<file path="src/design/bsa_pkg.sv">
package bsa_pkg;

	localparam int WORD_BITS = 32;
	localparam int NUM_WORDS = 32;
	localparam int MAX_SLOTS = 1024;
	localparam int BIT_W     = $clog2(WORD_BITS);
	localparam int WADDR_W   = $clog2(NUM_WORDS);
	localparam int IDX_W     = WADDR_W + BIT_W;
	localparam int CAP_W     = IDX_W + 1;
	localparam int HINT_W    = WADDR_W + 1;
	localparam int OP_W      = 2;
	localparam int STAT_W    = 2;
	localparam int IN_DATA_W  = 16;
	localparam int OUT_DATA_W = 24;

	localparam logic [OP_W-1:0] MODE_ALLOC = 2'd0;
	localparam logic [OP_W-1:0] MODE_FREE  = 2'd1;
	localparam logic [OP_W-1:0] MODE_CLEAR = 2'd2;

	localparam logic [STAT_W-1:0] STAT_OK     = 2'd0;
	localparam logic [STAT_W-1:0] STAT_FULL   = 2'd1;
	localparam logic [STAT_W-1:0] STAT_RANGE  = 2'd2;
	localparam logic [STAT_W-1:0] STAT_DOUBLE = 2'd3;

	function automatic logic [BIT_W-1:0] lowest_zero(input logic [WORD_BITS-1:0] w);
		logic [BIT_W-1:0] r;
		r = '0;
		for (int i = WORD_BITS - 1; i >= 0; i--) begin
			if (!w[i]) begin
				r = BIT_W'(i);
			end
		end
		return r;
	endfunction

endpackage

</file>
<file path="src/design/bsa_ram.sv">
module bsa_ram #(
	parameter int WIDTH = 32,
	parameter int DEPTH = 32
) (
	input  logic                     clk,
	input  logic                     we,
	input  logic [$clog2(DEPTH)-1:0] waddr,
	input  logic [WIDTH-1:0]         wdata,
	input  logic [$clog2(DEPTH)-1:0] raddr,
	output logic [WIDTH-1:0]         rdata
);

	logic [WIDTH-1:0] mem [DEPTH];

	always_ff @(posedge clk) begin
		if (we) begin
			mem[waddr] <= wdata;
		end
		rdata <= mem[raddr];
	end

endmodule

</file>
<file path="src/design/bitmap_slot_allocator.sv">
// Fixed-slot allocator over a used bitmap of 1024 slots kept as 32 words of 32 bits in one
// synchronous RAM. Each request carries its operation in s_tuser (0 allocate, 1 free,
// 2 clear all) and the slot to release in s_tdata; each request yields exactly one result
// with the status in m_tuser and the granted slot, the used count and the full and empty
// flags in m_tdata. Requests are handled one at a time, and the cost is set by the RAM
// reads: clear, mode three, an out-of-range free and an allocate refused on the count read
// no word; a free reads the word of its index; an allocate reads the hinted word, and also
// the next word when it grants the last bit of that word and the next slot is within
// capacity; an allocate that falls back to the scan reads one word per cycle from word 0,
// after the hinted word if that was read first. A finished result sits in an output
// register, so the next request is taken while it waits. A clear empties the store through
// per-word valid flags; no clearing pass is needed after reset. Capacity is to be written
// through cfg_we and cfg_wdata while no request is in flight; the block does not enforce it.
module bitmap_slot_allocator (
	input  logic                            clk,
	input  logic                            arst_n,
	input  logic                            cfg_we,
	input  logic [bsa_pkg::CAP_W-1:0]       cfg_wdata,
	input  logic                            s_tvalid,
	output logic                            s_tready,
	// free_index [9:0], zero [15:10]
	input  logic [bsa_pkg::IN_DATA_W-1:0]   s_tdata,
	// mode [1:0]
	input  logic [bsa_pkg::OP_W-1:0]        s_tuser,
	output logic                            m_tvalid,
	input  logic                            m_tready,
	// slot_index [9:0], used_count [20:10], is_full [21], is_empty [22], zero [23]
	output logic [bsa_pkg::OUT_DATA_W-1:0]  m_tdata,
	// status [1:0]
	output logic [bsa_pkg::STAT_W-1:0]      m_tuser
);

	import bsa_pkg::*;

	typedef enum logic [3:0] {
		S_IDLE,
		S_HRD,
		S_HCHK,
		S_NRD,
		S_NCHK,
		S_SCAN,
		S_FRD,
		S_FCHK,
		S_PUSH
	} state_t;

	state_t                 state_q;
	logic [CAP_W-1:0]       cap_q;
	logic [NUM_WORDS-1:0]   valid_q;
	logic [IDX_W-1:0]       fidx_q;
	logic [HINT_W-1:0]      hint_q;
	logic [CAP_W-1:0]       count_q;
	logic [STAT_W-1:0]      status_q;
	logic [IDX_W-1:0]       slot_q;
	logic [WADDR_W-1:0]     addr_q;
	logic [WADDR_W-1:0]     iss_q;
	logic                   rd_vld_s1;
	logic [WADDR_W-1:0]     rd_w_s1;
	logic                   val_s1;

	logic                   m_tvalid_q;
	logic [STAT_W-1:0]      m_status_q;
	logic [IDX_W-1:0]       m_slot_q;
	logic [CAP_W-1:0]       m_count_q;
	logic                   m_full_q;
	logic                   m_empty_q;

	logic                   ram_we;
	logic [WADDR_W-1:0]     ram_waddr;
	logic [WORD_BITS-1:0]   ram_wdata;
	logic [WADDR_W-1:0]     ram_raddr;
	logic [WORD_BITS-1:0]   ram_rdata;

	logic [CAP_W-1:0]       eff_cap;
	logic [CAP_W-1:0]       cap_round;
	logic [HINT_W-1:0]      words;
	logic [IDX_W-1:0]       in_fidx;
	logic [HINT_W-1:0]      hint_w;
	logic                   hint_drop;
	logic [WORD_BITS-1:0]   rword;
	logic                   wfull;
	logic [BIT_W-1:0]       lz;
	logic [WORD_BITS-1:0]   setw;
	logic                   new_full;
	logic [IDX_W-1:0]       hidx;
	logic [IDX_W-1:0]       sidx;
	logic                   hidx_ge;
	logic                   sidx_ge;
	logic                   hnext_lt;
	logic                   scan_last;
	logic                   free_hit;

	assign eff_cap   = (cap_q > CAP_W'(MAX_SLOTS)) ? CAP_W'(MAX_SLOTS) : cap_q;
	assign cap_round = eff_cap + CAP_W'(WORD_BITS - 1);
	assign words     = cap_round[CAP_W-1:BIT_W];
	assign in_fidx   = s_tdata[IDX_W-1:0];
	assign hint_w    = hint_q - HINT_W'(1);
	assign hint_drop = {hint_w, {BIT_W{1'b0}}} >= eff_cap;

	assign rword     = val_s1 ? ram_rdata : '0;
	assign wfull     = &rword;
	assign lz        = lowest_zero(rword);
	assign setw      = rword | (WORD_BITS'(1) << lz);
	assign new_full  = &setw;
	assign hidx      = {addr_q, lz};
	assign sidx      = {rd_w_s1, lz};
	assign hidx_ge   = {1'b0, hidx} >= eff_cap;
	assign sidx_ge   = {1'b0, sidx} >= eff_cap;
	assign hnext_lt  = ({1'b0, hidx} + CAP_W'(1)) < eff_cap;
	assign scan_last = ({1'b0, rd_w_s1} + HINT_W'(1)) >= words;
	assign free_hit  = rword[fidx_q[BIT_W-1:0]];

	assign ram_raddr = (state_q == S_SCAN) ? iss_q : addr_q;

	always_comb begin
		ram_we    = 1'b0;
		ram_waddr = addr_q;
		ram_wdata = setw;
		case (state_q)
			S_HCHK: begin
				ram_we = !wfull && !hidx_ge;
			end
			S_SCAN: begin
				ram_we    = rd_vld_s1 && !wfull && !sidx_ge;
				ram_waddr = rd_w_s1;
			end
			S_FCHK: begin
				ram_we    = free_hit;
				ram_wdata = rword & ~(WORD_BITS'(1) << fidx_q[BIT_W-1:0]);
			end
			default: begin
				ram_we = 1'b0;
			end
		endcase
	end

	bsa_ram #(
		.WIDTH(WORD_BITS),
		.DEPTH(NUM_WORDS)
	) u_bitmap (
		.clk  (clk),
		.we   (ram_we),
		.waddr(ram_waddr),
		.wdata(ram_wdata),
		.raddr(ram_raddr),
		.rdata(ram_rdata)
	);

	always_ff @(posedge clk or negedge arst_n) begin
		if (!arst_n) begin
			state_q    <= S_IDLE;
			cap_q      <= CAP_W'(MAX_SLOTS);
			valid_q    <= '0;
			fidx_q     <= '0;
			hint_q     <= HINT_W'(1);
			count_q    <= '0;
			status_q   <= STAT_OK;
			slot_q     <= '0;
			addr_q     <= '0;
			iss_q      <= '0;
			rd_vld_s1  <= 1'b0;
			rd_w_s1    <= '0;
			val_s1     <= 1'b0;
			m_tvalid_q <= 1'b0;
			m_status_q <= STAT_OK;
			m_slot_q   <= '0;
			m_count_q  <= '0;
			m_full_q   <= 1'b0;
			m_empty_q  <= 1'b0;
		end else begin
			if (cfg_we) begin
				cap_q <= cfg_wdata;
			end
			val_s1 <= valid_q[ram_raddr];
			if (ram_we) begin
				valid_q[ram_waddr] <= 1'b1;
			end
			m_tvalid_q <= (state_q == S_PUSH) || (m_tvalid_q && !m_tready);
			case (state_q)
				S_IDLE: begin
					if (s_tvalid) begin
						fidx_q   <= in_fidx;
						status_q <= STAT_OK;
						slot_q   <= '0;
						case (s_tuser)
							MODE_ALLOC: begin
								if (count_q >= eff_cap) begin
									status_q <= STAT_FULL;
									state_q  <= S_PUSH;
								end else if (hint_q == '0 || hint_drop) begin
									hint_q    <= '0;
									iss_q     <= '0;
									rd_vld_s1 <= 1'b0;
									state_q   <= S_SCAN;
								end else begin
									addr_q  <= hint_w[WADDR_W-1:0];
									state_q <= S_HRD;
								end
							end
							MODE_FREE: begin
								if ({1'b0, in_fidx} >= eff_cap) begin
									status_q <= STAT_RANGE;
									state_q  <= S_PUSH;
								end else begin
									addr_q  <= in_fidx[IDX_W-1:BIT_W];
									state_q <= S_FRD;
								end
							end
							MODE_CLEAR: begin
								valid_q <= '0;
								count_q <= '0;
								hint_q  <= HINT_W'(1);
								state_q <= S_PUSH;
							end
							default: begin
								state_q <= S_PUSH;
							end
						endcase
					end
				end
				S_HRD: begin
					state_q <= S_HCHK;
				end
				S_HCHK: begin
					if (wfull || hidx_ge) begin
						if (!wfull) begin
							hint_q <= '0;
						end
						iss_q     <= '0;
						rd_vld_s1 <= 1'b0;
						state_q   <= S_SCAN;
					end else begin
						slot_q  <= hidx;
						count_q <= count_q + CAP_W'(1);
						state_q <= S_PUSH;
						if (new_full) begin
							hint_q <= '0;
							if (lz == '1 && hnext_lt) begin
								addr_q  <= addr_q + WADDR_W'(1);
								state_q <= S_NRD;
							end
						end
					end
				end
				S_NRD: begin
					state_q <= S_NCHK;
				end
				S_NCHK: begin
					if (!rword[0]) begin
						hint_q <= {1'b0, addr_q} + HINT_W'(1);
					end
					state_q <= S_PUSH;
				end
				S_SCAN: begin
					iss_q     <= iss_q + WADDR_W'(1);
					rd_vld_s1 <= 1'b1;
					rd_w_s1   <= iss_q;
					if (rd_vld_s1) begin
						if (wfull) begin
							if (scan_last) begin
								status_q <= STAT_FULL;
								state_q  <= S_PUSH;
							end
						end else if (sidx_ge) begin
							status_q <= STAT_FULL;
							state_q  <= S_PUSH;
						end else begin
							slot_q  <= sidx;
							count_q <= count_q + CAP_W'(1);
							if (!new_full) begin
								hint_q <= {1'b0, rd_w_s1} + HINT_W'(1);
							end
							state_q <= S_PUSH;
						end
					end
				end
				S_FRD: begin
					state_q <= S_FCHK;
				end
				S_FCHK: begin
					if (!free_hit) begin
						status_q <= STAT_DOUBLE;
					end else begin
						if (count_q != '0) begin
							count_q <= count_q - CAP_W'(1);
						end
						if (hint_q == '0) begin
							hint_q <= {1'b0, fidx_q[IDX_W-1:BIT_W]} + HINT_W'(1);
						end
					end
					state_q <= S_PUSH;
				end
				S_PUSH: begin
					if (!m_tvalid_q || m_tready) begin
						m_status_q <= status_q;
						m_slot_q   <= slot_q;
						m_count_q  <= count_q;
						m_full_q   <= (count_q == eff_cap);
						m_empty_q  <= (count_q == '0);
						state_q    <= S_IDLE;
					end
				end
				default: begin
					state_q <= S_IDLE;
				end
			endcase
		end
	end

	assign s_tready = (state_q == S_IDLE);
	assign m_tvalid = m_tvalid_q;
	assign m_tuser  = m_status_q;
	assign m_tdata  = {1'b0, m_empty_q, m_full_q, m_count_q, m_slot_q};

endmodule

</file>
<file path="config.mk">
export PLATFORM = sky130hd
export DESIGN_NAME = bitmap_slot_allocator
export DESIGN_NICKNAME = d
export VERILOG_FILES = /design/src/design/bsa_pkg.sv /design/src/design/bsa_ram.sv /design/src/design/bitmap_slot_allocator.sv
export SDC_FILE = /design/constraint.sdc
export NUM_CORES = 1
export LEC_CHECK = 0
export BUFFER_PORTS_ARGS = -buffer_cell sky130_fd_sc_hd__buf_2
export CAP_MARGIN = 20
export CELL_PAD_IN_SITES_DETAIL_PLACEMENT = 1
export CELL_PAD_IN_SITES_GLOBAL_PLACEMENT = 1
export CORE_ASPECT_RATIO = 1.2
export CORE_MARGIN = 2
export CORE_UTILIZATION = 54
export CTS_CLUSTER_SIZE = 28
export DETAILED_ROUTE_END_ITERATION = 8
export HOLD_SLACK_MARGIN = 0.12
export PLACE_DENSITY = 0.86
export SYNTH_ARGS = -nofsm -noshare
export SYNTH_HDL_FRONTEND = slang
export SYNTH_HIERARCHICAL = 1
export SYNTH_SLANG_ARGS = --single-unit
</file>
<file path="constraint.sdc">
create_clock -name clk -period 7.8 [get_ports clk]
set_input_delay 1.95 -clock clk [delete_from_list [all_inputs] [get_ports clk]]
set_output_delay 1.95 -clock clk [all_outputs]
set_load 0.005 [all_outputs]
</file>
==> results.json, run 1 <==
{
  "status": "completed",
  "setup_viol": 0,
  "fin_crit_sh": 0.848,
  "die_h_um": 341,
  "grt_pass1_vias": 35322,
  "final_common_cell": "edfxtp_1",
  "htree_levels": 3,
  "max_slew.worst_pin.slew_ps": 1150,
  "rsz0062_at_grt": "false",
  "drive_above_1_share": 0.129,
  "cpMostUsedCell": "nand2_1",
  "synth_area_sq_um": 51000,
  "grt_use_total": 0.325,
  "overflow": 0,
  "synthArstFlopShare": 0.109,
  "ctsLongestPathBuffers": 3,
  "avgSynthCellArea_sq_um": 14.7,
  "seq_area_frac_synth": 0.679,
  "io_pins": 62,
  "path_max_fanout": 40,
  "regArea_sq_um": 34600,
  "cts_resized": 0,
  "ant_nets": 0,
  "post_cts_buffers": 0,
  "fmax_mhz": 151,
  "area_growth_pct": 11.7,
  "yosys_warnings": 6,
  "syn-num-nets": 3595,
  "vias_per_cell": 6.71,
  "finClkSkew_ps": 26.5,
  "crit_path_start_kind": "flip-flop",
  "cts_tree": "done",
  "dr.pass1.iters": 5,
  "timing.max_cap.violations": 0,
  "core_area_sq_um": 93700,
  "place_congestion": 0.945,
  "routed-via-count": 32865,
  "clk_latency_ps": 720,
  "drt_drc_violations_left": 0,
  "synth_edf_count": 1024,
  "fp.dieW_um": 285,
  "hold_path_class": "reg2reg",
  "timing.final.max_slew_violations": 0,
  "cts.hold.buffers_added": 0,
  "critPathRequiredTime_ps": 8210,
  "cts.sinks": 1185,
  "slew_headroom": 0.230,
  "ys_ff_latch": 1185,
  "dieArea_sq_um": 96900,
  "wire_per_inst_um": 32.2,
  "n_antenna_cell": 0,
  "grt_first_pass_wirelength_mm": 234,
  "multiInputGateArea_sq_um": 15600,
  "finalHoldViolCount": 0,
  "post-route-util": 0.608,
  "n_fill_cell": 8619,
  "finalSetupTns_ps": 0,
  "ir_drop_mv": 0.267,
  "grt_max_degree": 100,
  "drt-total-wl_mm": 158,
  "arrival_ps": 7020,
  "drt_iter0_markers": 3564,
  "cp_cell_sequence": "buf_4 -> and4_1 -> nand2_1 -> a31oi_1 -> a21boi_0 -> nor3_1 -> ha_1 -> nand2_1 -> o41ai_1 -> a21o_1 -> a21oi_1 -> o311a_1 -> o31ai_1 -> nor2_1 -> a211o_1 -> or3b_2 -> nor2_4 -> buf_12",
  "final_cell_mix": "1024 x edfxtp_1, 530 x mux2i_1, 260 x nand2_1",
  "clk_pin_slew_worst_paths_ps": 60,
  "cts_root_buf": "clkbuf_16",
  "p_total_mw": 20.1,
  "ys.flop_type": "edfxtp_1",
  "fin_nets": 3674,
  "dp_hpwl_mm": 91.9,
  "p_leak_nw": 22.3,
  "cpPeakStageDelay_ps": 760,
  "antenna_found_initial": 1,
  "initial_utilization": 0.544,
  "end_kind": "flip-flop",
  "rows": 123,
  "post-route-min-period_ps": 6620,
  "port_buffers": 54,
  "crit_type": "reg2reg",
  "cts_buffers": 111,
  "ys_types": 87,
  "crit_slowest_cell": "or3b_2",
  "p_per_area_nw_per_um2": 353,
  "postSynthCellCount": 3479
}
logic make-up (layout without fill, tap and decap cells):
logic type | count (synthesis) | in the layout | share of synthesized area
adders and majority gates | 82 | 82 | 0.0203
muxes | 585 | 585 | 0.118
AOI/OAI and AO/OA | 639 | 639 | 0.0870
xor gates and xnor gates | 27 | 27 | 0.00464
and+or+nand+nor | 720 | 720 | 0.0674
buffers and inverters | 240 | 411 | 0.0239
other | 1 | 1 | 0.0000735
DFF | 1185 | 1185 | 0.679
power breakdown:
group	internal, mW	switching [mW]	total (mW)
Clock	3.00	2.48	5.48
Sequential	7.48	0.409	7.89
Combinational	2.22	4.54	6.76
through the flow:
stage	cell area [sq um]	setup slack (ps)	hold WS, ps	instances
CTS	56900	1320	485	4897
global route	57000	806	502	4900
floorplan	51000	1490	439	3479
finish	57000	1180	482	4900
global placement	53300	1500	456	4692
detailed placement	53300	1370	470	4692
synth_stat cells (all sizes together) (9+ instances only):
cell | n | share of area
clkbuf | 87 | 0.0066
nand3 | 140 | 0.014
nor3 | 69 | 0.0069
a32o | 33 | 0.0065
nor2b | 23 | 0.0028
a31oi | 50 | 0.0061
xnor2 | 16 | 0.0027
nand4 | 19 | 0.0023
edfxtp | 1024 | 0.60
nor2 | 104 | 0.0077
a22o | 70 | 0.012
mux2i | 530 | 0.10
a22oi | 115 | 0.017
dfrtp | 127 | 0.062
a21boi | 10 | 0.0015
buf | 106 | 0.014
inv | 46 | 0.0034
mux2 | 49 | 0.011
and2 | 22 | 0.0027
a211oi | 13 | 0.0019
nand2b | 16 | 0.0020
o211ai | 10 | 0.0015
o31ai | 14 | 0.0021
ha | 81 | 0.020
nand2 | 261 | 0.019
and3 | 13 | 0.0016
dfxtp | 32 | 0.013
xor2 | 11 | 0.0019
a21o | 24 | 0.0035
nand3b | 9 | 0.0013
a21oi | 165 | 0.016
o21ai | 62 | 0.0061
worst max-delay path, delay by kind of cell, from the launching register on:
family / cells / cell delay [ps]
adders and majority gates: 1 / 340
AOI/OAI and AO/OA: 8 / 1940
buffers and inverters: 2 / 770
and+or+nand+nor: 7 / 2490
DFF: 1 / 700
layer usage:
metal | GRT usage | wire [um] | share of wire | up-vias
met1 | 0.387 | 56800 | 0.36 | 16886
met2 | 0.566 | 80400 | 0.51 | 1807
met3 | 0.0495 | 11800 | 0.075 | 494
li1 | - | - | - | 13678
met5 | 0 | 0 | 0 | -
met4 | 0.178 | 8680 | 0.055 | 0
worst paths after layout:
path	depth (start not counted)	endpoint	from	slack [ps]
hold / removal	1	valid_q[11]	valid_q[11]	480
hold reg to reg	1	valid_q[11]	valid_q[11]	480
setup / recovery	18	u_bitmap/mem[12][15]	val_s1	1180
max in group asynchronous	2	val_s1	arst_n	5200
min in group asynchronous	1	count_q[4]	arst_n	1210
setup reg to reg	18	u_bitmap/mem[12][15]	val_s1	1180
registers in the layout (all words and copies together) (netlist names):
register and count:
u_bitmap/mem 1024, u_bitmap/rdata 32, valid_q 32, cap_q 11, count_q 11, m_count_q 11, fidx_q 10, m_slot_q 10
slot_q 10, hint_q 6, addr_q 5, iss_q 5, rd_w_s1 5, state_q 4, m_tuser 2, status_q 2
m_empty_q 1, m_full_q 1, m_tvalid 1, rd_vld_s1 1, val_s1 1
final cells by class:
| cell class | count | area share |
|---|---|---|
| clock inverters | 63 | 0.0102 |
| multi-input cells | 2054 | 0.274 |
| clock buffers | 142 | 0.0527 |
| flip-flops and latches | 1185 | 0.608 |
| repair buffers | 159 | 0.0248 |
| well taps | 1250 | 0.0275 |
| inverters | 47 | 0.00323 |
No activity file was read; power rests on OpenSTA's default activity.
==> run 2, diff against run 1 <==
ABC_AREA = 1   (was not set)
CORE_UTILIZATION = 51   (was 54)
clock period = 6.7 ns   (was 7.8 ns; I/O delays follow)
==> run 2 against run 1 <==
Net effect:
- utilization shrank 3.9 points
- wire length is 11% higher
- first-iteration DRC count up 31%
- cell count increased by 34%
- register-to-register slack worse by 720 ps
- maximum frequency up 6.1%
- global-route usage decreased by 0.38 points
- via count is 22% higher
- die area grew 9.3%
- sequential power rose by 28%
- largest power group is now combinational cells
==> results.json, run 2 <==
{
  "status": "completed",
  "p_total_mw": 28.7,
  "routed-via-count": 40185,
  "drt-total-wl_mm": 175,
  "ant_nets": 0,
  "max_slew.worst_pin.slew_ps": 1170,
  "cts.hold.buffers_added": 0,
  "rsz0062_at_grt": "false",
  "fp.dieW_um": 297,
  "cts_buffers": 112,
  "p_int_mw": 16.5,
  "ys_ff_latch": 1185,
  "top_regs": "u_bitmap/mem: 1024 flops, u_bitmap/rdata: 32 flops, valid_q: 32 flops",
  "p_per_area_nw_per_um2": 491,
  "overflow": 0,
  "yosysMostFrequentCell": "nand2_1",
  "end_kind": "flip-flop",
  "synthArstFlopShare": 0.109,
  "final_cell_area_sq_um": 58500,
  "seq_area_frac_synth": 0.657,
  "post-route-min-period_ps": 6240,
  "core_area_sq_um": 103000,
  "ctsLongestPathBuffers": 3,
  "crit_path_start_kind": "flip-flop",
  "synth_edf_count": 1024,
  "clk_latency_ps": 750,
  "ys_types": 64,
  "initial_utilization": 0.513,
  "htree_levels": 3,
  "dieArea_sq_um": 106000,
  "cpPeakStageDelay_ps": 920,
  "hold_path_class": "reg2reg",
  "combPwrFrac": 0.414,
  "ys.flop_type": "edfxtp_1",
  "synth_area_leaders": "edfxtp_1 58%, nand2_1 13%, nand3_1 8.2%",
  "finClkSkew_ps": 52.4,
  "p_switching_mw": 12.2,
  "syn-num-nets": 5181,
  "timing.final.max_slew_violations": 0,
  "grt_use_total": 0.321,
  "drt_drc_violations_left": 0,
  "place_area_sq_um": 54300,
  "p_leak_nw": 22.7,
  "largest_reg_flops": 1024,
  "finalSetupTns_ps": 0,
  "yosysTopAreaCell": "edfxtp_1",
  "postSynthCellCount": 5065,
  "area_growth_pct": 10.9,
  "io_pins": 62,
  "ir_drop_mv": 0.416,
  "final_common_cell": "nand2_1",
  "die_h_um": 356,
  "fin_nets": 5195,
  "yosys_warnings": 6,
  "grt_first_pass_wirelength_mm": 257,
  "port_buffers": 54,
  "dr.pass1.iters": 5,
  "arrival_ps": 6580,
  "fin_crit_sh": 0.931,
  "drt_iter0_markers": 4672,
  "clk_pin_slew_worst_paths_ps": 60,
  "finalHoldViolCount": 0,
  "top_register": "u_bitmap/mem",
  "grt_max_degree": 198,
  "synth_area_sq_um": 52700,
  "cts_root_buf": "clkbuf_16",
  "cpMostUsedCell": "nand2_1",
  "p_clk_frac": 0.233,
  "final_cell_mix": "1810 x nand2_1, 1024 x edfxtp_1, 861 x nand3_1",
  "rows": 129,
  "cts_tree": "done",
  "vias_per_cell": 6.13,
  "seqPwrFrac": 0.353,
  "finalHoldWorstSlack_ps": 476,
  "post_cts_buffers": 0,
  "critPathRequiredTime_ps": 7050,
  "drive_above_1_share": 0.0833,
  "wire_per_inst_um": 26.7,
  "yosys-top-cells-count": "1812 x nand2_1, 1024 x edfxtp_1, 861 x nand3_1",
  "crit_type": "reg2reg",
  "dp_hpwl_mm": 98.5,
  "avgSynthCellArea_sq_um": 10.4,
  "antenna_found_initial": 0,
  "timing.max_cap.violations": 0,
  "grt_pass1_vias": 42836,
  "path_max_fanout": 36,
  "place_congestion": 0.954,
  "cts_resized": 0,
  "switching_share": 0.424,
  "crit_slowest_cell": "dfrtp_1",
  "fmax_mhz": 160,
  "cts.sinks": 1185,
  "setup_viol": 0,
  "slew_headroom": 0.216,
  "synth_top_area_share": 0.583
}
## run 2: cell types whose count changed in the layout (fill, tap and decap cells not counted), sizes merged, moves of 93 or more
cell,previous run,this run
nor2,104,197
o21ai,62,189
mux2i,530,0
nand3,140,862
inv,54,216
nand2,261,1813
a22oi,115,1
## run 2: layer usage
metal	wire length [um]	part of all wire	track usage	up-vias
li1	-	-	-	17435
met1	63300	0.36	0.381	20083
met2	88200	0.50	0.565	2081
met3	13700	0.078	0.0454	586
met4	9850	0.056	0.175	0
met5	0	0	0	-
## run 2: path summary, 6_finish.rpt
path                              start  slack [ps]             endpoint  cells past startpoint
max                              val_s1         460  u_bitmap/mem[13][8]                     32
min                        m_count_q[9]         480         m_count_q[9]                      2
max reg2reg                      val_s1         460  u_bitmap/mem[13][8]                     32
min reg2reg                m_count_q[9]         480         m_count_q[9]                      2
max in group asynchronous        arst_n        4470          m_slot_q[7]                      2
min in group asynchronous        arst_n         940             cap_q[8]                      1
## run 2: stage by stage
stage	setup slack, ps	util	cells
2_1_floorplan	1280	-	5065
3_3_place_gp	799	0.527	6320
3_5_place_dp	585	0.528	6324
4_1_cts	519	0.565	6535
5_1_grt	58.6	0.569	6551
6_report	464	0.569	6552
## run 2: cell families (layout without fill, tap and decap cells)
| kind of cell | count (synthesis) | count (layout) | synth area share |
|---|---|---|---|
| xor+xnor | 13 | 13 | 0.00216 |
| fa+ha+maj | 82 | 82 | 0.0196 |
| buf+inv | 492 | 603 | 0.0494 |
| simple gates | 2923 | 2923 | 0.232 |
| mux | 6 | 6 | 0.00128 |
| flops | 1185 | 1185 | 0.657 |
| other cells | 1 | 2 | 0.0000711 |
| compound gates | 363 | 363 | 0.0391 |
## run 2: critical path: cells and delay by family, from the launching register on
family | cells | cell delay (ps)
AND/OR/NAND/NOR | 19 | 2020
flip-flops | 1 | 920
adder cells (fa/ha/maj) | 1 | 330
buffers and inverters | 7 | 1810
AO/OA/AOI/OAI | 5 | 670
## run 2: cell type report
| class | count | area, sq um |
|---|---|---|
| repair buffers | 172 | 1610 |
| well taps | 1375 | 1720 |
| fillers | 10903 | 44300 |
| clock buffers | 142 | 3020 |
| clock inverters | 69 | 795 |
| inverters | 220 | 862 |
| multi-input cells | 3388 | 15800 |
| diodes | 1 | 2.50 |
| flip-flops and latches | 1185 | 34600 |
## run 2: power groups by stage
| stage | clock network [mW] | registers [mW] | logic, mW |
|---|---|---|---|
| 6_report | 6.69 | 10.1 | 11.9 |
| 5_1_grt | 6.99 | 10.2 | 12.7 |
| 4_1_cts | 6.72 | 10.2 | 11.2 |
| 3_5_place_dp | 0 | 10.3 | 10.9 |
| 3_3_place_gp | 0 | 10.3 | 10.2 |
| 2_1_floorplan | 0 | 10.2 | 7.15 |
